==> src/hdl/iraf_pkg.sv <==
// Shared types, constants and codes of the IP address range access filter.
`default_nettype none

package iraf_pkg;

  // Rule table geometry.
  localparam int unsigned RULE_SLOTS = 16;
  localparam int unsigned IDX_W      = (RULE_SLOTS > 1) ? $clog2(RULE_SLOTS) : 1;
  localparam int unsigned CNT_W      = $clog2(RULE_SLOTS + 1);

  // Command queue between front and back.
  localparam int unsigned FIFO_DEPTH = 2;
  localparam int unsigned FIFO_PTR_W = (FIFO_DEPTH > 1) ? $clog2(FIFO_DEPTH) : 1;
  localparam int unsigned FIFO_CNT_W = $clog2(FIFO_DEPTH + 1);

  // Address widths.
  localparam int unsigned ADDR_W = 128;
  localparam int unsigned HALF_W = 64;
  localparam int unsigned V4_W   = 32;
  localparam int unsigned PLEN_W = 8;

  localparam logic [PLEN_W-1:0] PLEN_MAX_V4 = PLEN_W'(V4_W);
  localparam logic [PLEN_W-1:0] PLEN_MAX_V6 = PLEN_W'(ADDR_W);

  // Bits 63:32 of an IPv4-mapped IPv6 address (::ffff:a.b.c.d).
  localparam logic [V4_W-1:0] MAPPED_TAG = 32'h0000_ffff;

  typedef enum logic [1:0] {
    OP_CHECK      = 2'd0,
    OP_ADD_RANGE  = 2'd1,
    OP_ADD_PREFIX = 2'd2,
    OP_ALLOW_ALL  = 2'd3
  } op_e;

  typedef enum logic [1:0] {
    STAT_OK         = 2'd0,
    STAT_FULL       = 2'd1,
    STAT_BAD_PREFIX = 2'd2
  } status_e;

  typedef enum logic [1:0] {
    CMD_CHECK,
    CMD_ADD,
    CMD_REJECT,
    CMD_ALLOW
  } cmd_e;

  typedef enum logic [1:0] {
    ST_IDLE,
    ST_WALK,
    ST_REPLY
  } state_e;

  // One inclusive range; for a check command lo holds the address.
  typedef struct packed {
    logic              family;
    logic [ADDR_W-1:0] lo;
    logic [ADDR_W-1:0] hi;
  } rule_t;

  typedef struct packed {
    cmd_e  kind;
    rule_t rule;
  } cmd_t;

endpackage

`default_nettype wire

==> src/hdl/iraf_front.sv <==
// Front end: normalises and classifies incoming items into back-end commands.
`default_nettype none

module iraf_front (
  input  logic                       valid_i,
  output logic                       ready_o,
  input  logic [1:0]                 op_i,
  input  logic                       family_i,
  input  logic [63:0]                addr_hi_i,
  input  logic [63:0]                addr_lo_i,
  input  logic [63:0]                end_hi_i,
  input  logic [63:0]                end_lo_i,
  input  logic [7:0]                 prefix_len_i,
  input  logic                       full_i,
  output logic                       push_o,
  output iraf_pkg::cmd_t             cmd_o
);
  import iraf_pkg::*;

  logic              fam;
  logic [ADDR_W-1:0] addr;
  logic [ADDR_W-1:0] end_v;
  logic [ADDR_W-1:0] mask;
  logic [ADDR_W-1:0] fam_ones;
  logic [ADDR_W-1:0] pre_lo;
  logic [ADDR_W-1:0] pre_hi;
  logic [ADDR_W-1:0] lo_v;
  logic [ADDR_W-1:0] hi_v;
  logic              plen_bad;
  logic              swap;

  assign ready_o = !full_i;
  assign push_o  = valid_i && !full_i;

  always_comb begin
    fam   = family_i;
    addr  = {addr_hi_i, addr_lo_i};
    end_v = {end_hi_i, end_lo_i};
    if (!fam) begin
      addr  = {{(ADDR_W-V4_W){1'b0}}, addr_lo_i[V4_W-1:0]};
      end_v = {{(ADDR_W-V4_W){1'b0}}, end_lo_i[V4_W-1:0]};
    end
    // A mapped IPv6 address is looked up among the IPv4 rules.
    if (op_e'(op_i) == OP_CHECK && fam && addr[ADDR_W-1:HALF_W] == '0 &&
        addr[HALF_W-1:V4_W] == MAPPED_TAG) begin
      fam  = 1'b0;
      addr = {{(ADDR_W-V4_W){1'b0}}, addr[V4_W-1:0]};
    end

    // Shifts of the full word by at least its width give zero, so a full
    // prefix yields a mask of all ones.
    if (fam) begin
      fam_ones = '1;
      mask     = ~({ADDR_W{1'b1}} >> prefix_len_i);
      plen_bad = prefix_len_i > PLEN_MAX_V6;
    end else begin
      fam_ones = {{(ADDR_W-V4_W){1'b0}}, {V4_W{1'b1}}};
      mask     = {{(ADDR_W-V4_W){1'b0}}, ~({V4_W{1'b1}} >> prefix_len_i)};
      plen_bad = prefix_len_i > PLEN_MAX_V4;
    end
    pre_lo = addr & mask;
    pre_hi = pre_lo | (~mask & fam_ones);

    if (op_e'(op_i) == OP_ADD_PREFIX) begin
      lo_v = pre_lo;
      hi_v = pre_hi;
    end else begin
      lo_v = addr;
      hi_v = end_v;
    end
    swap = (op_e'(op_i) != OP_CHECK) && (lo_v > hi_v);

    cmd_o.rule.family = fam;
    cmd_o.rule.lo     = swap ? hi_v : lo_v;
    cmd_o.rule.hi     = swap ? lo_v : hi_v;

    case (op_e'(op_i))
      OP_CHECK:      cmd_o.kind = CMD_CHECK;
      OP_ADD_RANGE:  cmd_o.kind = CMD_ADD;
      OP_ADD_PREFIX: cmd_o.kind = plen_bad ? CMD_REJECT : CMD_ADD;
      OP_ALLOW_ALL:  cmd_o.kind = CMD_ALLOW;
      default:       cmd_o.kind = CMD_CHECK;
    endcase
  end

endmodule

`default_nettype wire

==> config.mk <==
export PLATFORM = sky130hd
export DESIGN_NAME = iraf_front
export DESIGN_NICKNAME = d
export VERILOG_FILES = /design/src/hdl/iraf_pkg.sv /design/src/hdl/iraf_front.sv
export SDC_FILE = /design/constraint.sdc
export NUM_CORES = 1
export LEC_CHECK = 0
export ABC_AREA = 1
export BUFFER_PORTS_ARGS = -buffer_cell sky130_fd_sc_hd__buf_2
export CORE_AREA = 2 2 204 206
export DETAILED_ROUTE_END_ITERATION = 12
export DIE_AREA = 0 0 206 208
export GPL_ROUTABILITY_DRIVEN = 0
export PLACE_DENSITY = 0.67
export SYNTH_ARGS = -nofsm -noshare
export SYNTH_HDL_FRONTEND = slang
export SYNTH_SLANG_ARGS = --single-unit
==> constraint.sdc <==
create_clock -name vclk -period 4.5
set_input_delay 0.45 -clock vclk [all_inputs]
set_output_delay 0.45 -clock vclk [all_outputs]
set_load 0.03 [all_outputs]
==> results by group <==
Run status
  • Status: finished, violations left
  • Failing checks: setup timing

Finish
  • Area Growth Syn to Fin: 95.5%
  • Share of layout cells above drive strength 1: between 40 and 50%
  • Nets@finish: approximately 4.3k
  • Fin util: between 60% and 70%
  • Clk_buf instances: 0
  • Register area: 0 um2
  • Post-Layout Cell Count: between 4k and 5k
  • Most frequent cells in the layout: 855 x nand2_1, 708 x buf_4, 337 x inv_1
  • Seq Cell Count: 0
  • Commonest non-fill, non-tap cell in the layout: nand2_1

Routing
  • Metal3 WL: ~12 mm
  • Starting DRC count in detailed routing: between 3k and 4k
  • Drt wl/cell: about 21 um
  • Met2 WL post-DR: slightly above 40 mm
  • Via count: between 20k and 30k
  • Metal-1 WL: around 34 mm
  • First drt pass iteration count: 11
  • Top sig layer: met5
  • Final WL: between 90 and 100 mm
  • Detailed-route DRC error count: 0
  • Final ANT Viol Nets: 0
  • Vias/cell: between 5 and 6

Power and ir drop
  • Clock power frac: 0%
  • Part of the power in registers: 0%
  • Pint: 0.00210 W
  • Power per cell area: roughly 190 mW/mm2
  • Leak Pwr: around 15 nW
  • Combinational share of power: 100.0%
  • P_sw: around 0.0027 W
  • Switching share of power: between 50% and 60%
  • Max IR drop VDD: ~0.00014 V

Global route
  • Grt ovf: 0
  • Vias in the first global route: 22.7k
  • Total track usage: between 30% and 40%
  • Largest net degree at the start of global routing: 66
  • Initial antenna violation count: 36
  • First-pass GRT wire length: 128 mm

Logic synthesis
  • Cell Area, Synth: 0.0132 mm2
  • Seq/Total Area, Yosys: 0%
  • Dominant cell type by area after synthesis: nand2_1
  • Ranking of synthesized cells by area: nand2_1 29%, nand3_1 12%, ha_1 12%
  • Post-Syn Nets: roughly 3.2k
  • Mean Syn Cell Area: around 4.8 um2
  • Yosys warns: 0
  • Yosys top cell area share: 29.4%
  • Count of different cell masters after synthesis: 37
  • Mapped Cells: approximately 2.8k

STA
  • Final hold vios: 0
  • Max Clk Rate: 189 MHz
  • Pins over their slew limit: 0
  • Unrepaired setup endpoints after global routing: true
  • Slack of the critical path: -804 ps
  • Worst-margin pin slew: about 560 ps
  • Final setup viols: between 200 and 300
  • Period utilization: 118%
  • Rel. slew slack: about 62%
  • Fin crit period: 5300 ps

Placement
  • Worst slack, placed: -768 ps
  • Cells after DPL: approximately 4.3k
  • Final HPWL DP: roughly 67 mm
  • Port buffer count: between 500 and 600

Critical path
  • CP endpoint kind: output port
  • Startpoint types: input port
  • Critical Path Start: addr_lo_i[48]
  • Worst Setup EP: cmd_o[166]
  • Max FO, Critical Path: 18
  • Worst EP arrival: approximately 4900 ps
  • Most frequent CP cell: nand2_1
  • Slowest CP cell: nand2_1
  • Critical Path Max Stage Delay: 310 ps
  • Critical setup path kind: in -> out
  • WP data required: 4050 ps

Floorplanning
  • Row count: 74
  • Die ar.: 0.0428 mm2
  • Die W: 206 um
  • I/O Pins: 530
  • Die Y-Extent: 208 um
  • Starting Density: approximately 33%
  • Core ar.: between 0.04 and 0.05 mm2

CTS
  • Post-CTS Hold Buffers: 0

Worst hold path
  • Hold WC Path Type: in -> out
  • Hold_sp: full_i

Job
  • Max cap viols: 0
==> worst max-delay path, delay by kind of cell <==
family / cells / cell delay [ps]
AND/OR/NAND/NOR: 18 / 2100
buffers and inverters: 9 / 1250
AO/OA/AOI/OAI: 4 / 720
adder cells (fa/ha/maj): 1 / 290
==> synthesized netlist by cell type <==
library cell	count
inv_2	8
nor3_1	31
nor3b_1	1
o21ai_2	1
o21ai_0	142
o31ai_1	4
or2_0	1
a31oi_1	1
o2111ai_1	3
o21ai_1	2
o211ai_1	18
clkinv_1	5
or2_2	19
clkbuf_1	69
nand3_1	328
a22o_1	7
inv_1	340
a31o_2	1
nor2_2	10
buf_6	3
a21oi_2	18
nand2_1	1032
a21o_1	5
ha_1	128
o21a_1	8
and2_1	2
buf_4	4
a211oi_1	28
nand4_1	28
nand2_2	1
a22oi_1	62
buf_1	16
o21bai_1	8
a21oi_1	109
nor2_1	229
nand3b_1	2
buf_2	84
==> routing by layer <==
layer  up-vias  GRT usage [%]
li1      11200              -
met5         -              0
met3       655           8.41
met1     11100           45.8
met4        24           24.1
met2      2109           62.4
==> cell families after synthesis <==
family	after synthesis	synth area share (%)
compound gates	417	19.2
buf+inv	529	16.1
simple gates	1684	52.5
fa+ha+maj	128	12.1
==> through the flow <==
step	power (W)	hold WS (ps)	instance area [um2]	TNS, ps
after global placement	0.00349	1180	21300	-161210
final	0.00485	1180	25800	-174670
after floorplan	0.00201	1010	13200	0
after CTS	0.00434	1180	24400	-75860
after global routing	0.00509	1180	25800	-185910
after detailed placement	0.00352	1180	21300	-165290
==> final cells by class <==
| type | instances | area [um2] |
|---|---|---|
| Timing Repair Buffer | 1316 | 11400 |
| Antenna cell | 24 | 60.1 |
| Fill cell | 3431 | 14700 |
| Inverter | 353 | 1330 |
| Tap cell | 532 | 666 |
| Multi-Input combinational cell | 2229 | 12300 |
==> power groups by stage <==
stage	combinational [W]	sequential, W	clock [W]
floorplan	0.00201	0	0
global placement	0.00349	0	0
detailed placement	0.00352	0	0
CTS	0.00434	0	0
global route	0.00509	0	0.000000000595
finish	0.00485	0	0.000000000717
==> what timing repair did <==
item                       CTS  global route
pin swaps                   77            79
setup buffers               65            14
setup endpoints to repair  256           256
gates resized for setup    603           277
gates cloned                24            13
==> how the worst min path moves through the flow <==
stage | endpoint | slack [ps] | cells after the start
floorplan | ready_o | 1010 | 1
global placement | ready_o | 1180 | 3
detailed placement | ready_o | 1180 | 3
CTS | ready_o | 1180 | 3
global route | ready_o | 1180 | 3
finish | ready_o | 1180 | 3
(Power assumes the default switching activity.)
