**config.mk**
```make
export PLATFORM = sky130hd
export DESIGN_NAME = iraf_fifo
export DESIGN_NICKNAME = d
export VERILOG_FILES = /design/src/hdl/iraf_pkg.sv /design/src/hdl/iraf_fifo.sv
export SDC_FILE = /design/constraint.sdc
export NUM_CORES = 1
export LEC_CHECK = 0
export BUFFER_PORTS_ARGS = -buffer_cell sky130_fd_sc_hd__buf_4
export CAP_MARGIN = 10
export CORE_MARGIN = 4
export CORE_UTILIZATION = 48
export DETAILED_ROUTE_END_ITERATION = 10
export MAX_ROUTING_LAYER = met4
export PLACE_DENSITY_LB_ADDON = 0.08
export SLEW_MARGIN = 20
export SYNTH_ARGS = -nofsm -noshare
export SYNTH_HDL_FRONTEND = slang
export SYNTH_SLANG_ARGS = --single-unit
```
**constraint.sdc**
```tcl
create_clock -name clk_i -period 16.75 [get_ports clk_i]
set_input_delay 2.5125 -clock clk_i [delete_from_list [all_inputs] [get_ports clk_i]]
set_output_delay 2.5125 -clock clk_i [all_outputs]
set_load 0.01 [all_outputs]
```
**src/hdl/iraf_pkg.sv**
```systemverilog
// Shared types, constants and codes of the IP address range access filter.
`default_nettype none

package iraf_pkg;

  // Rule table geometry.
  localparam int unsigned RULE_SLOTS = 16;
  localparam int unsigned IDX_W      = (RULE_SLOTS > 1) ? $clog2(RULE_SLOTS) : 1;
  localparam int unsigned CNT_W      = $clog2(RULE_SLOTS + 1);

  // Command queue between front and back.
  localparam int unsigned FIFO_DEPTH = 2;
  localparam int unsigned FIFO_PTR_W = (FIFO_DEPTH > 1) ? $clog2(FIFO_DEPTH) : 1;
  localparam int unsigned FIFO_CNT_W = $clog2(FIFO_DEPTH + 1);

  // Address widths.
  localparam int unsigned ADDR_W = 128;
  localparam int unsigned HALF_W = 64;
  localparam int unsigned V4_W   = 32;
  localparam int unsigned PLEN_W = 8;

  localparam logic [PLEN_W-1:0] PLEN_MAX_V4 = PLEN_W'(V4_W);
  localparam logic [PLEN_W-1:0] PLEN_MAX_V6 = PLEN_W'(ADDR_W);

  // Bits 63:32 of an IPv4-mapped IPv6 address (::ffff:a.b.c.d).
  localparam logic [V4_W-1:0] MAPPED_TAG = 32'h0000_ffff;

  typedef enum logic [1:0] {
    OP_CHECK      = 2'd0,
    OP_ADD_RANGE  = 2'd1,
    OP_ADD_PREFIX = 2'd2,
    OP_ALLOW_ALL  = 2'd3
  } op_e;

  typedef enum logic [1:0] {
    STAT_OK         = 2'd0,
    STAT_FULL       = 2'd1,
    STAT_BAD_PREFIX = 2'd2
  } status_e;

  typedef enum logic [1:0] {
    CMD_CHECK,
    CMD_ADD,
    CMD_REJECT,
    CMD_ALLOW
  } cmd_e;

  typedef enum logic [1:0] {
    ST_IDLE,
    ST_WALK,
    ST_REPLY
  } state_e;

  // One inclusive range; for a check command lo holds the address.
  typedef struct packed {
    logic              family;
    logic [ADDR_W-1:0] lo;
    logic [ADDR_W-1:0] hi;
  } rule_t;

  typedef struct packed {
    cmd_e  kind;
    rule_t rule;
  } cmd_t;

endpackage

`default_nettype wire

```
**src/hdl/iraf_fifo.sv**
```systemverilog
// Short command queue between the front end and the back end.
`default_nettype none

module iraf_fifo (
  input  logic           clk_i,
  input  logic           rst_ni,
  input  logic           push_i,
  input  iraf_pkg::cmd_t data_i,
  output logic           full_o,
  input  logic           pop_i,
  output logic           empty_o,
  output iraf_pkg::cmd_t data_o
);
  import iraf_pkg::*;

  cmd_t                  mem_q [FIFO_DEPTH];
  logic [FIFO_PTR_W-1:0] wr_ptr_q, wr_ptr_d;
  logic [FIFO_PTR_W-1:0] rd_ptr_q, rd_ptr_d;
  logic [FIFO_CNT_W-1:0] count_q, count_d;
  logic                  do_push;
  logic                  do_pop;

  assign full_o  = (count_q == FIFO_CNT_W'(FIFO_DEPTH));
  assign empty_o = (count_q == '0);
  assign data_o  = mem_q[rd_ptr_q];
  assign do_push = push_i && !full_o;
  assign do_pop  = pop_i && !empty_o;

  always_comb begin
    wr_ptr_d = wr_ptr_q;
    rd_ptr_d = rd_ptr_q;
    count_d  = count_q;
    if (do_push) begin
      wr_ptr_d = (wr_ptr_q == FIFO_PTR_W'(FIFO_DEPTH - 1)) ? '0 :
                 wr_ptr_q + FIFO_PTR_W'(1);
    end
    if (do_pop) begin
      rd_ptr_d = (rd_ptr_q == FIFO_PTR_W'(FIFO_DEPTH - 1)) ? '0 :
                 rd_ptr_q + FIFO_PTR_W'(1);
    end
    if (do_push && !do_pop) begin
      count_d = count_q + FIFO_CNT_W'(1);
    end else if (do_pop && !do_push) begin
      count_d = count_q - FIFO_CNT_W'(1);
    end
  end

  always_ff @(posedge clk_i or negedge rst_ni) begin
    if (!rst_ni) begin
      wr_ptr_q <= '0;
      rd_ptr_q <= '0;
      count_q  <= '0;
    end else begin
      wr_ptr_q <= wr_ptr_d;
      rd_ptr_q <= rd_ptr_d;
      count_q  <= count_d;
    end
  end

  always_ff @(posedge clk_i) begin
    if (do_push) begin
      mem_q[wr_ptr_q] <= data_i;
    end
  end

  ap_count_bound: assert property (@(posedge clk_i) disable iff (!rst_ni)
    count_q <= FIFO_CNT_W'(FIFO_DEPTH))
    else $error("command queue holds more entries than its depth");

  ap_ptr_gap: assert property (@(posedge clk_i) disable iff (!rst_ni)
    (count_q == '0) |-> (wr_ptr_q == rd_ptr_q))
    else $error("empty command queue with unequal pointers");

  ap_push_grows: assert property (@(posedge clk_i) disable iff (!rst_ni)
    (do_push && !do_pop) |=> (count_q == $past(count_q) + FIFO_CNT_W'(1)))
    else $error("push without pop did not grow the command queue");

endmodule

`default_nettype wire

```
==> results of run 1 <==
[sequential cells by signal, summed over array words and instances (netlist names)]
signal    count
rd_ptr_q      1
count_q       2
wr_ptr_q      1
mem_q       518
[power by group through the flow]
stage          Combinational, uW  Clock, uW  Sequential, uW
6_report                    1570       1150            1900
5_1_grt                     1650       1240            1930
4_1_cts                     1590       1180            1900
3_5_place_dp                1590          0            1930
3_3_place_gp                1580          0            1920
2_1_floorplan                966          0            1980
[kinds of logic (layout without fill, tap and decap cells)]
| kind of cell | Yosys count | count (layout) | synth area share [%] |
|---|---|---|---|
| DFF | 522 | 522 | 79.4 |
| adders and majority gates | 1 | 1 | 0.0635 |
| other | 0 | 8 | 0 |
| buffers and inverters | 31 | 631 | 1.50 |
| AOI/OAI and AO/OA | 1 | 1 | 0.0254 |
| muxes | 259 | 259 | 18.6 |
| and+or+nand+nor | 6 | 6 | 0.140 |
| xor gates and xnor gates | 5 | 5 | 0.222 |
[per-stage QoR]
step                      std cells  power, uW  hold slack [ns]  util, %  area, sq um
after floorplan                 825       2940            0.461        -        19700
after global placement         1854       3500            0.501     60.0        24100
after detailed placement       1854       3520            0.507     60.0        24100
after CTS                      1950       4670            0.518     64.2        25800
after global routing           1958       4810            0.531     64.3        25800
final                          1958       4620            0.523     64.3        25800
[critical path, delay by kind of cell (launching register included)]
kind | cells | cell delay, ns
mux | 1 | 0.42
buf+inv | 3 | 1.43
flops | 1 | 1.06
[layer usage]
metal | vias to the layer above | track usage [%] | part of all wire, %
li1 | 4419 | - | -
met1 | 4822 | 23.3 | 37
met2 | 406 | 33.1 | 50
met3 | 59 | 7.57 | 9.9
met4 | 0 | 7.47 | 2.6
met5 | - | - | 0
[placed cells by master (no fill, tap or decap), drive strengths merged]
cell / n
edfxtp: 518
clkbuf: 65
dfrtp: 4
clkinv: 19
xor2: 2
diode: 8
buf: 533
xnor2: 3
mux2: 259
nor2: 3
clkinvlp: 3
o21ai: 1
nand2b: 1
and3: 1
ha: 1
inv: 4
bufinv: 7
nand2: 1
[cell type report]
type | count | area [sq um] | area share (%)
inverters | 2 | 7.51 | 0.0291
diodes | 8 | 20.0 | 0.0775
multi-input cells | 272 | 3770 | 14.6
well taps | 525 | 657 | 2.54
repair buffers | 533 | 4010 | 15.5
clock buffers | 65 | 1370 | 5.31
flip-flops and latches | 522 | 15700 | 60.6
clock inverters | 31 | 332 | 1.28
[worst max-delay path by stage]
stage / from / endpoint / slack [ns] / cells past startpoint
global route: rd_ptr_q$_DFFE_PN0P_ / data_o[24] / 10.24 / 4
global placement: push_i / mem_q[1][146]$_DFFE_PP_ / 10.93 / 4
floorplan: push_i / mem_q[0][0]$_DFFE_PP_ / 2.54 / 2
finish: rd_ptr_q$_DFFE_PN0P_ / data_o[24] / 10.33 / 4
detailed placement: push_i / mem_q[1][146]$_DFFE_PP_ / 10.92 / 4
CTS: rd_ptr_q$_DFFE_PN0P_ / data_o[23] / 10.42 / 4
==> summary.md, run 1 <==
| Metric | Value |
|---|---|
| Pint | 3310 uW |
| Part of the cycle the worst path needs | 38.3% |
| Count of mapped cells out of synthesis | 825 |
| Slew margin rel. | 29.0% |
| Final net count | 1,647 |
| Power per unit of standard cell area | 179 mW/mm^2 |
| Maximum net fanout on the critical path | 108 |
| Resized cells post-CTS | 0 |
| Syn Nets | 1,089 |
| Max Cap Violations | 0 |
| Arrival time worst endpoint | 3.91 ns |
| I/O pins | 524 |
| Residual DRC | 0 |
| Most used standard cell by instance count after synthesis | sky130_fd_sc_hd__edfxtp_1 |
| Latest clock arrival within the worst-skew pair | 0.59 ns |
| Achievable frequency | 156 MHz |
| Top cell type's share of synthesized area | 78.9% |
| Net switching share of the total power | 28.3% |
| Cell with the biggest individual delay on the critical path | sky130_fd_sc_hd__dfrtp_4 |
| Switching Power | 1310 uW |
| Destination of the worst register-to-register timing path | mem_q[1][141]$_DFFE_PP_ |
| Wirelength, routed | 46.2 mm |
| Worst hold path class | reg2reg |
| Number of iterations in the first detailed-routing pass | 4 |
| Post-synth EDFFs | 518 |
| Worst reg2reg path depth | 4 |
| Clk slew on worst S/H paths | 0.06 ns |
| Remaining global-route overflow | 0 |
| Row count | 73 |
| Share of synthesized flip-flops with an asynchronous set or reset | 0.766% |
| Clock tree from TritonCTS | done |
| Type of element capturing the critical path | output port |
| Worst Skew | 0.0221 ns |
| Deepest clock path buffer count | 3 |
| Area growth from synthesis to layout | 31.1% |
| P_leak | 0.0102 uW |
| Iter 0 DRT Violations | 627 |
| Time the worst path needs with I/O delays and setup | 6.42 ns |
| Ratio of cells with drive above 1 in the final layout | 60.9% |
| Post-synth top area cell | sky130_fd_sc_hd__edfxtp_1 |
| Sequential share of the synthesized area | 79.4% |
| Synth cell count leaders | sky130_fd_sc_hd__edfxtp_1 (518), sky130_fd_sc_hd__mux2_4 (200), sky130_fd_sc_hd__mux2_2 (59), sky130_fd_sc_hd__buf_6 (23), sky130_fd_sc_hd__buf_2 (6) |
| Routed wirelength normalized by instance count | 23.6 um |
| Total clock buffers created by CTS | 52 |
| Hold path startpoint | count_q[1]$_DFFE_PN0P_ |
| Vias in the first global route | 10,100 |
| Gpl congestion | 0.837 |
| Number of inserted filler cells in the final layout | 2,870 |
| DIE AREA | 0.0444 sq mm |
| First-pass GRT wire length | 64.6 mm |
| Number of buffers inserted by post-CTS setup repair | 0 |
| Hpwl dp | 33.0 mm |
| Initial Util | 49.0% |
| Syn. warnings | 0 |
| Largest cells by area after synthesis | sky130_fd_sc_hd__edfxtp_1 (79%), sky130_fd_sc_hd__mux2_4 (15%), sky130_fd_sc_hd__mux2_2 (3.4%) |
| Count of input and output buffers | 523 |
| Cell Chain, Critical Path | buf_12 -> buf_4 -> mux2_2 -> buf_4 |
| Die outline width | 211 um |
| Clock root buffer master | sky130_fd_sc_hd__clkbuf_16 |
| Core ar. | 0.0402 sq mm |
| Combined global-route utilization of all metal layers | 20.3% |
| Total clock sinks | 522 |
| Required time at the endpoint of the critical path | 14.24 ns |
| Critical Setup Path Class | reg2out |
| Combinational share of power | 33.9% |
| Hold Path Cell Cnt | 1 |
| Part of the power in registers | 41.2% |
| Level count of the clock H-tree | 2 |
| Peak VDD IR | 0.110 mV |
| Hold Crit Endpoint | count_q[1]$_DFFE_PN0P_ |
| Actual transition at the worst max-transition pin | 1.07 ns |
| Delay of the slowest critical-path stage | 1.06 ns |
| Worst-case setup slack after placement | 10.92 ns |
| Vert. Die Dim | 211 um |
| Number of distinct library cells after synthesis | 15 |
| Minimum setup slack among reg-to-reg paths | 12.97 ns |
| Maximum number of pins on one net before global-route repair | 109 |
| Setup Viol. Count Final | 0 |
| Initial antenna violation count | 8 |
| Predominant post-synthesis flop cell | sky130_fd_sc_hd__edfxtp_1 |
| Startpoint of the worst register-to-register path | count_q[0]$_DFFE_PN0P_ |
| Clock share of power | 24.9% |
| Final hold violations | 0 |
| Kind of start point of the critical path | register |
| Setup repair after global routing missed its margin | no |
| ANT nets after route | 0 |
| Routed via count divided by cell count | 4.96 |
| Setup Total Neg Slack | 0 ns |
| Final Worst Setup Slack | 10.33 ns |
| Dominant cell type by count on the critical path | sky130_fd_sc_hd__buf_4 |
| Number of vias in the routed layout | 9,706 |
| Syn Area/Cell | 23.9 sq um |
| Slew Limit Fails | 0 |
| Cell area after synthesis | 0.0197 sq mm |
| Seq cells post-synth | 522 |
| Run status | finished, final reports clean |
| Post-cts hold buffer count | 0 |
Note: power is estimated with default switching activity, not from simulation.
==> inputs of run 2 (changes only) <==
- CORE_UTILIZATION: 48 -> 47
- clock period: 16.75 -> 5.6 ns (I/O delays scaled with it)
==> run 2 against run 1 <==
Compared with the run above:
- via count down 0.30%
- sequential power rose to 3.0 times the previous value
- critical endpoint is now data_o[13]
- critical path depth down 1
- global-route usage down 0.87 points
- register-to-register slack worse by 10 ns
- clock-buffer cell count up 3
- cell area down 0.12%
==> summary.md, run 2 (synthesized netlist as in run 1, its figures left out) <==
| Metric | Value |
|---|---|
| Arrival time worst endpoint | 2.59 ns (-1.32 ns) |
| Kind of start point of the critical path | register |
| Worst-case setup slack after placement | 2.73 ns (-8.18 ns) |
| Routed wirelength normalized by instance count | 22.9 um (-3.1%) |
| Slew Limit Fails | 0 (unchanged) |
| P_leak | 0.0102 uW (-0.23%) |
| Cell with the biggest individual delay on the critical path | sky130_fd_sc_hd__dfrtp_4 |
| Iter 0 DRT Violations | 588 (-6.2%) |
| Maximum net fanout on the critical path | 38 (-65%) |
| Clock tree from TritonCTS | done |
| ANT nets after route | 0 (unchanged) |
| Hold Path Cell Cnt | 1 (unchanged) |
| Most common cell after layout, fill and taps aside | sky130_fd_sc_hd__buf_4 |
| Vert. Die Dim | 213 um (+1.0%) |
| Time the worst path needs with I/O delays and setup | 3.43 ns |
| Routed via count divided by cell count | 4.94 (-0.30%) |
| Core utilization of the finished layout | 62.8% (-1.5 points) |
| Ratio of cells with drive above 1 in the final layout | 60.8% (-0.14 points) |
| Number of inserted filler cells in the final layout | 2,989 (+4.1%) |
| Final hold violations | 0 (unchanged) |
| Hpwl dp | 30.9 mm (-6.3%) |
| Part of the cycle the worst path needs | 61.2% |
| Hold Crit Endpoint | mem_q[0][255]$_DFFE_PP_ |
| Residual DRC | 0 (unchanged) |
| Number of vias in the routed layout | 9,677 (-0.30%) |
| Maximum number of pins on one net before global-route repair | 157 (+44%) |
| Core ar. | 0.0411 sq mm (+2.3%) |
| Type of element capturing the critical path | output port |
| Deepest clock path buffer count | 3 (unchanged) |
| Area growth from synthesis to layout | 30.9% |
| Level count of the clock H-tree | 2 (unchanged) |
| Largest registers ranked by flip-flop count | mem_q: 518 flops, count_q: 2 flops |
| Total clock sinks | 522 (unchanged) |
| Commonest non-fill, non-tap cells in the layout | sky130_fd_sc_hd__buf_4 (526), sky130_fd_sc_hd__edfxtp_1 (518), sky130_fd_sc_hd__mux2_4 (200) |
| Setup Viol. Count Final | 0 (unchanged) |
| Minimum setup slack among reg-to-reg paths | 3.00 ns (-9.97 ns) |
| Final net count | 1,649 (+0.12%) |
| First-pass GRT wire length | 62.9 mm (-2.6%) |
| Hold path startpoint | data_i[255] |
| Register bank with the most flops | mem_q |
| Max Cap Violations | 0 (unchanged) |
| Clk slew on worst S/H paths | 0.06 ns (about the same) |
| DIE AREA | 0.0453 sq mm (+2.0%) |
| Destination of the worst register-to-register timing path | mem_q[1][105]$_DFFE_PP_ |
| Remaining global-route overflow | 0 (unchanged) |
| Max reg flops | 518 (unchanged) |
| Cell Chain, Critical Path | buf_4 -> mux2_2 -> buf_4 |
| Power per unit of standard cell area | 527 mW/mm^2 (+200%) |
| Wirelength, routed | 44.7 mm (-3.1%) |
| Setup Total Neg Slack | 0 ns (unchanged) |
| Resized cells post-CTS | 0 (unchanged) |
| Startpoint of the worst register-to-register path | count_q[0]$_DFFE_PN0P_ |
| Achievable frequency | 292 MHz |
| Initial antenna violation count | 6 (-2) |
| Actual transition at the worst max-transition pin | 1.07 ns (+0.00408 ns) |
| Latest clock arrival within the worst-skew pair | 0.58 ns (about the same) |
| Vias in the first global route | 10,300 (+2.0%) |
| Number of iterations in the first detailed-routing pass | 4 (unchanged) |
| Die outline width | 213 um (+1.0%) |
| Required time at the endpoint of the critical path | 4.76 ns (-9.48 ns) |
| Peak VDD IR | 0.299 mV (+170%) |
| Row count | 74 (+1.4%) |
| Count of input and output buffers | 523 (unchanged) |
| Slew margin rel. | 28.7% (-0.27 points) |
| I/O pins | 524 (unchanged) |
| Dominant cell type by count on the critical path | sky130_fd_sc_hd__buf_4 |
| Delay of the slowest critical-path stage | 0.85 ns (-0.21 ns) |
| Final Worst Setup Slack | 2.17 ns (-8.16 ns) |
| Critical Setup Path Class | reg2out |
| Worst hold path class | in2reg |
| Combined global-route utilization of all metal layers | 19.5% (-0.87 points) |
| Worst reg2reg path depth | 3 (-1) |
| Clock root buffer master | sky130_fd_sc_hd__clkbuf_16 |
| Gpl congestion | 0.782 (-6.6%) |
| Run status | finished, final reports clean |
| Setup repair after global routing missed its margin | no |
| Initial Util | 47.9% (-1.1 points) |
| Worst Skew | 0.0124 ns (-0.00965 ns) |
| Total clock buffers created by CTS | 54 (+3.8%) |
run 2: changes by cell type in the layout (fill, tap and decap cells not counted), sizes merged:
cell,before,now
buf,533,532
bufinv,7,1
clkbuf,65,68
clkinv,19,20
clkinvlp,3,2
diode,8,6
dlygate4sd3,0,1
inv,4,2
run 2: critical path, delay by kind of cell (launching register included):
kind                   cells  cell delay [ns]
muxes                      1             0.41
buffers and inverters      2             0.71
DFF                        1             0.85
run 2: metrics by stage:
step,power [uW],hold slack (ns),std cells,cell area (sq um)
after global placement,10500,0.508,1860,24200
after global routing,14200,0.405,1958,25800
after CTS,13800,0.393,1952,25800
after detailed placement,10500,0.527,1860,24200
after floorplan,8580,0.480,825,19700
final,13600,0.444,1958,25800
run 2: cell type report:
type / instances / area (sq um) / area share [%]
Multi-Input combinational cell: 272 / 3770 / 14.6
Clock inverter: 23 / 135 / 0.524
Tap cell: 532 / 666 / 2.58
Sequential cell: 522 / 15700 / 60.7
Clock buffer: 68 / 1470 / 5.69
Inverter: 2 / 7.51 / 0.0291
Timing Repair Buffer: 533 / 4080 / 15.8
Antenna cell: 6 / 15.0 / 0.0582
run 2: report_power, final:
group          total, uW  internal (uW)  switching [uW]
clock               3250           1880            1370
sequential          5610           5350             260
combinational       4750           2490            2260
total              13600           9720            3890
run 2: worst max-delay path by stage:
stage / from / endpoint / slack [ns]
3_5_place_dp: push_i / mem_q[1][118]$_DFFE_PP_ / 2.73
6_report: rd_ptr_q$_DFFE_PN0P_ / data_o[13] / 2.17
4_1_cts: rd_ptr_q$_DFFE_PN0P_ / data_o[16] / 2.09
2_1_floorplan: push_i / mem_q[0][0]$_DFFE_PP_ / 0.37
5_1_grt: rd_ptr_q$_DFFE_PN0P_ / data_o[16] / 2.04
3_3_place_gp: push_i / mem_q[1][47]$_DFFE_PP_ / 2.69
run 2: timing repair:
action / in CTS / in global routing
setup buffers: 0 / 0
endpoints found under the hold margin: 4 / 0
hold buffers: 1 / 0
run 2: per-layer routing:
layer,vias up,track usage [%],wire [um]
li1,4418,-,-
met2,399,31.1,21800
met5,-,-,0
met1,4768,21.2,16100
met4,0,8.53,1810
met3,92,8.67,5000
==> inputs of run 3 (changes only) <==
- ABC_AREA: default -> 1
- CORE_UTILIZATION: 47 -> 48
- clock period: 5.6 -> 3.45 ns (I/O delays scaled with it)
==> run 3 against run 2 <==
Compared with the run above:
- flip-flop and latch count stayed put
- cell area decreased by 2.6%
- first-iteration DRC count up 22%
- via count increased by 25%
- sequential share of layout area up 1.6 points
- combinational power up 63%
- largest cell class unchanged
- die area is 4.8% lower
- largest power group unchanged
- critical path type unchanged
==> summary.md, run 3 <==
| Metric | Value |
|---|---|
| Run status | finished, final reports clean |
| Max reg flops | 518 (unchanged) |
| Achievable frequency | 345 MHz |
| Resized cells post-CTS | 0 (unchanged) |
| Worst-case setup slack after placement | 1.15 ns (-1.59 ns) |
| Peak VDD IR | 0.740 mV (+150%) |
| Ratio of cells with drive above 1 in the final layout | 31.2% (-30 points) |
| I/O pins | 524 (unchanged) |
| ANT nets after route | 0 (unchanged) |
| Number of iterations in the first detailed-routing pass | 5 (+1) |
| Initial Util | 49.0% (+1.1 points) |
| Number of inserted filler cells in the final layout | 2,966 (-0.77%) |
| Cell with the biggest individual delay on the critical path | sky130_fd_sc_hd__dfrtp_4 |
| Multiplexer share of the synthesized area | 0% (-19 points) |
| Required time at the endpoint of the critical path | 2.93 ns (-1.83 ns) |
| Count of input and output buffers | 523 (unchanged) |
| Iter 0 DRT Violations | 716 (+22%) |
| Final Worst Setup Slack | 0.549 ns (-1.62 ns) |
| Post-synth top area cell | sky130_fd_sc_hd__edfxtp_1 |
| Wirelength, routed | 49.0 mm (+9.5%) |
| Commonest non-fill, non-tap cells in the layout | sky130_fd_sc_hd__nand2_1 (786), sky130_fd_sc_hd__buf_4 (533), sky130_fd_sc_hd__edfxtp_1 (518) |
| Top cell type's share of synthesized area | 81.3% (+2.4 points) |
| Synthesized-area fraction occupied by ao, oa, aoi and oai cells | 0.0523% (+0.027 points) |
| Maximum net fanout on the critical path | 159 (+320%) |
| Part of the cycle the worst path needs | 84.1% |
| Cell area after layout | 0.0251 sq mm (-2.6%) |
| Syn Nets | 1,648 (+51%) |
| Deepest clock path buffer count | 3 (unchanged) |
| Combined global-route utilization of all metal layers | 22.5% (+3.0 points) |
| Type of element capturing the critical path | output port |
| Power per unit of standard cell area | 871 mW/mm^2 (+65%) |
| Core utilization of the finished layout | 64.4% (+1.7 points) |
| Post-detailed-placement cell area | 0.0236 sq mm (-2.5%) |
| Clk slew on worst S/H paths | 0.06 ns (about the same) |
| Predominant post-synthesis flop cell | sky130_fd_sc_hd__edfxtp_1 |
| Vias in the first global route | 12,100 (+18%) |
| Cell Chain, Critical Path | buf_12 -> nand2_1 -> nand2_1 -> buf_4 |
| DIE AREA | 0.0431 sq mm (-4.8%) |
| Number of buffers inserted by post-CTS setup repair | 0 (unchanged) |
| First-pass GRT wire length | 71.6 mm (+14%) |
| Total clock sinks | 522 (unchanged) |
| Level count of the clock H-tree | 2 (unchanged) |
| Seq cells post-synth | 522 (unchanged) |
| Actual transition at the worst max-transition pin | 0.948 ns (-0.121 ns) |
| Share of synthesized flip-flops with an asynchronous set or reset | 0.766% (unchanged) |
| Max Cap Violations | 0 (unchanged) |
| Dominant cell type by count on the critical path | sky130_fd_sc_hd__nand2_1 |
| Syn. warnings | 0 (unchanged) |
| Worst Skew | 0.00655 ns (-0.00588 ns) |
| Routed via count divided by cell count | 4.84 (-2.0%) |
| Count of mapped cells out of synthesis | 1,384 (+68%) |
| Total clock buffers created by CTS | 51 (-5.6%) |
| Most used standard cell by instance count after synthesis | sky130_fd_sc_hd__nand2_1 |
| Number of vias in the routed layout | 12,100 (+25%) |
| Post-synthesis share of cell area spent on and, or, nand and nor gates | 15.6% (+15 points) |
| Xor and xnor fraction of the mapped netlist area | 0.0458% (-0.18 points) |
| Clock tree from TritonCTS | done |
| Register bank with the most flops | mem_q |
| Slew Limit Fails | 0 (unchanged) |
| Residual DRC | 0 (unchanged) |
| Final net count | 2,187 (+33%) |
| Delay of the slowest critical-path stage | 0.62 ns (-0.23 ns) |
| Routed wirelength normalized by instance count | 19.7 um (-14%) |
| Worst hold path class | in2reg |
| P_leak | 0.0107 uW (+4.9%) |
| Remaining global-route overflow | 0 (unchanged) |
| Core ar. | 0.0390 sq mm (-5.1%) |
| Kind of start point of the critical path | register |
| Setup repair after global routing missed its margin | no |
| Min Hold Slack | 0.129 ns (-0.315 ns) |
| Time the worst path needs with I/O delays and setup | 2.90 ns |
| Number of distinct library cells after synthesis | 16 (+1) |
| Power consumption | 21,900 uW (+61%) |
| Largest cells by area after synthesis | sky130_fd_sc_hd__edfxtp_1 (81%), sky130_fd_sc_hd__nand2_1 (15%), sky130_fd_sc_hd__buf_6 (1.3%) |
| Die outline width | 208 um (-2.4%) |
| Arrival time worst endpoint | 2.38 ns (-0.21 ns) |
| Synth cell count leaders | sky130_fd_sc_hd__nand2_1 (786), sky130_fd_sc_hd__edfxtp_1 (518), sky130_fd_sc_hd__buf_2 (27), sky130_fd_sc_hd__buf_6 (22), sky130_fd_sc_hd__inv_1 (7) |
| Largest registers ranked by flip-flop count | mem_q: 518 flops, count_q: 2 flops |
| Critical Setup Path Class | reg2out |
| Most common cell after layout, fill and taps aside | sky130_fd_sc_hd__nand2_1 |
| Vert. Die Dim | 208 um (-2.4%) |
| Final hold violations | 0 (unchanged) |
| Cell area after synthesis | 0.0191 sq mm (-2.9%) |
| Post-synth EDFFs | 518 (unchanged) |
| Gpl congestion | 0.822 (+5.2%) |
| Latest clock arrival within the worst-skew pair | 0.57 ns (about the same) |
| Area growth from synthesis to layout | 31.4% |
| Row count | 72 (-2.7%) |
| Initial antenna violation count | 12 (+6) |
| Clock root buffer master | sky130_fd_sc_hd__clkbuf_16 |
| Slew margin rel. | 36.8% (+8.1 points) |
| Syn Area/Cell | 13.8 sq um (-42%) |
| Synthesized-area fraction occupied by adder cells | 0.0654% (+0.0019 points) |
| Setup Viol. Count Final | 0 (unchanged) |
| Sequential share of the synthesized area | 81.8% (+2.4 points) |
| Maximum number of pins on one net before global-route repair | 160 (+1.9%) |
| Combinational family with the most area after synthesis | simple AND/OR/NAND/NOR gates |
| Post-cts hold buffer count | 1 (unchanged) |
| Hpwl dp | 33.3 mm (+7.7%) |
run 3: cell types whose count changed after synthesis, sizes merged, moves of 2 or more:
cell    change
mux2      -259
xor2        -2
buf        +23
nand2     +785
inv         +6
clkbuf      +5
xnor2       -2
run 3: area by class of cell:
| class | count | area [sq um] | area share, % |
|---|---|---|---|
| antenna | 12 | 30.0 | 0.120 |
| clock buffer | 66 | 1380 | 5.47 |
| clock inverter | 25 | 158 | 0.627 |
| inverter | 8 | 41.3 | 0.164 |
| multi-input combinational | 797 | 3030 | 12.0 |
| sequential | 522 | 15700 | 62.3 |
| tap | 518 | 648 | 2.58 |
| timing repair buffer | 543 | 4190 | 16.7 |
run 3: final timing paths:
kind,start,end,slack [ns],cells after the start
hold / removal,data_i[154],mem_q[1][154]$_DFFE_PP_,0.13,1
max in group asynchronous,rst_ni,rd_ptr_q$_DFFE_PN0P_,3.04,2
setup / recovery,rd_ptr_q$_DFFE_PN0P_,data_o[175],0.55,4
hold reg to reg,wr_ptr_q$_DFFE_PN0P_,wr_ptr_q$_DFFE_PN0P_,0.49,2
setup reg to reg,count_q[1]$_DFFE_PN0P_,mem_q[0][52]$_DFFE_PP_,1.19,6
min in group asynchronous,rst_ni,rd_ptr_q$_DFFE_PN0P_,0.29,2
run 3: where the power goes:
part           total, uW  switching [uW]  internal [uW]  leakage [uW]
sequential          8990             349           8640       0.00487
clock               5160            2220           2940      0.000754
combinational       7730            4720           3010       0.00503
run 3: metrics by stage:
| step | TNS [ns] | std cells |
|---|---|---|
| final | 0 | 2491 |
| after global routing | 0 | 2491 |
| after CTS | 0 | 2479 |
| after detailed placement | 0 | 2387 |
| after global placement | 0 | 2387 |
| after floorplan | -800.32 | 1384 |
run 3: logic make-up (layout without fill, tap and decap cells):
kind of cell               count (synthesis)  in the layout
xor gates and xnor gates                   1              1
buffers and inverters                     65            642
AOI/OAI and AO/OA                          2              2
and+or+nand+nor                          793            793
other                                      0             12
adders and majority gates                  1              1
DFF                                      522            522
run 3: worst max-delay path, delay by kind of cell, from the launching register on:
kind          cells  cell delay (ns)
simple gates      2             0.27
buf+inv           2             0.61
flops             1             0.62
run 3: layer usage:
metal / share of wire (%) / global-route usage (%) / vias to the layer above / routed length (um)
met5: 0 / - / - / 0
met4: 3.3 / 9.04 / 0 / 1630
met3: 9.2 / 8.19 / 85 / 4480
met2: 51 / 36.9 / 428 / 24800
met1: 37 / 25.2 / 5791 / 18100
li1: - / - / 5763 / -
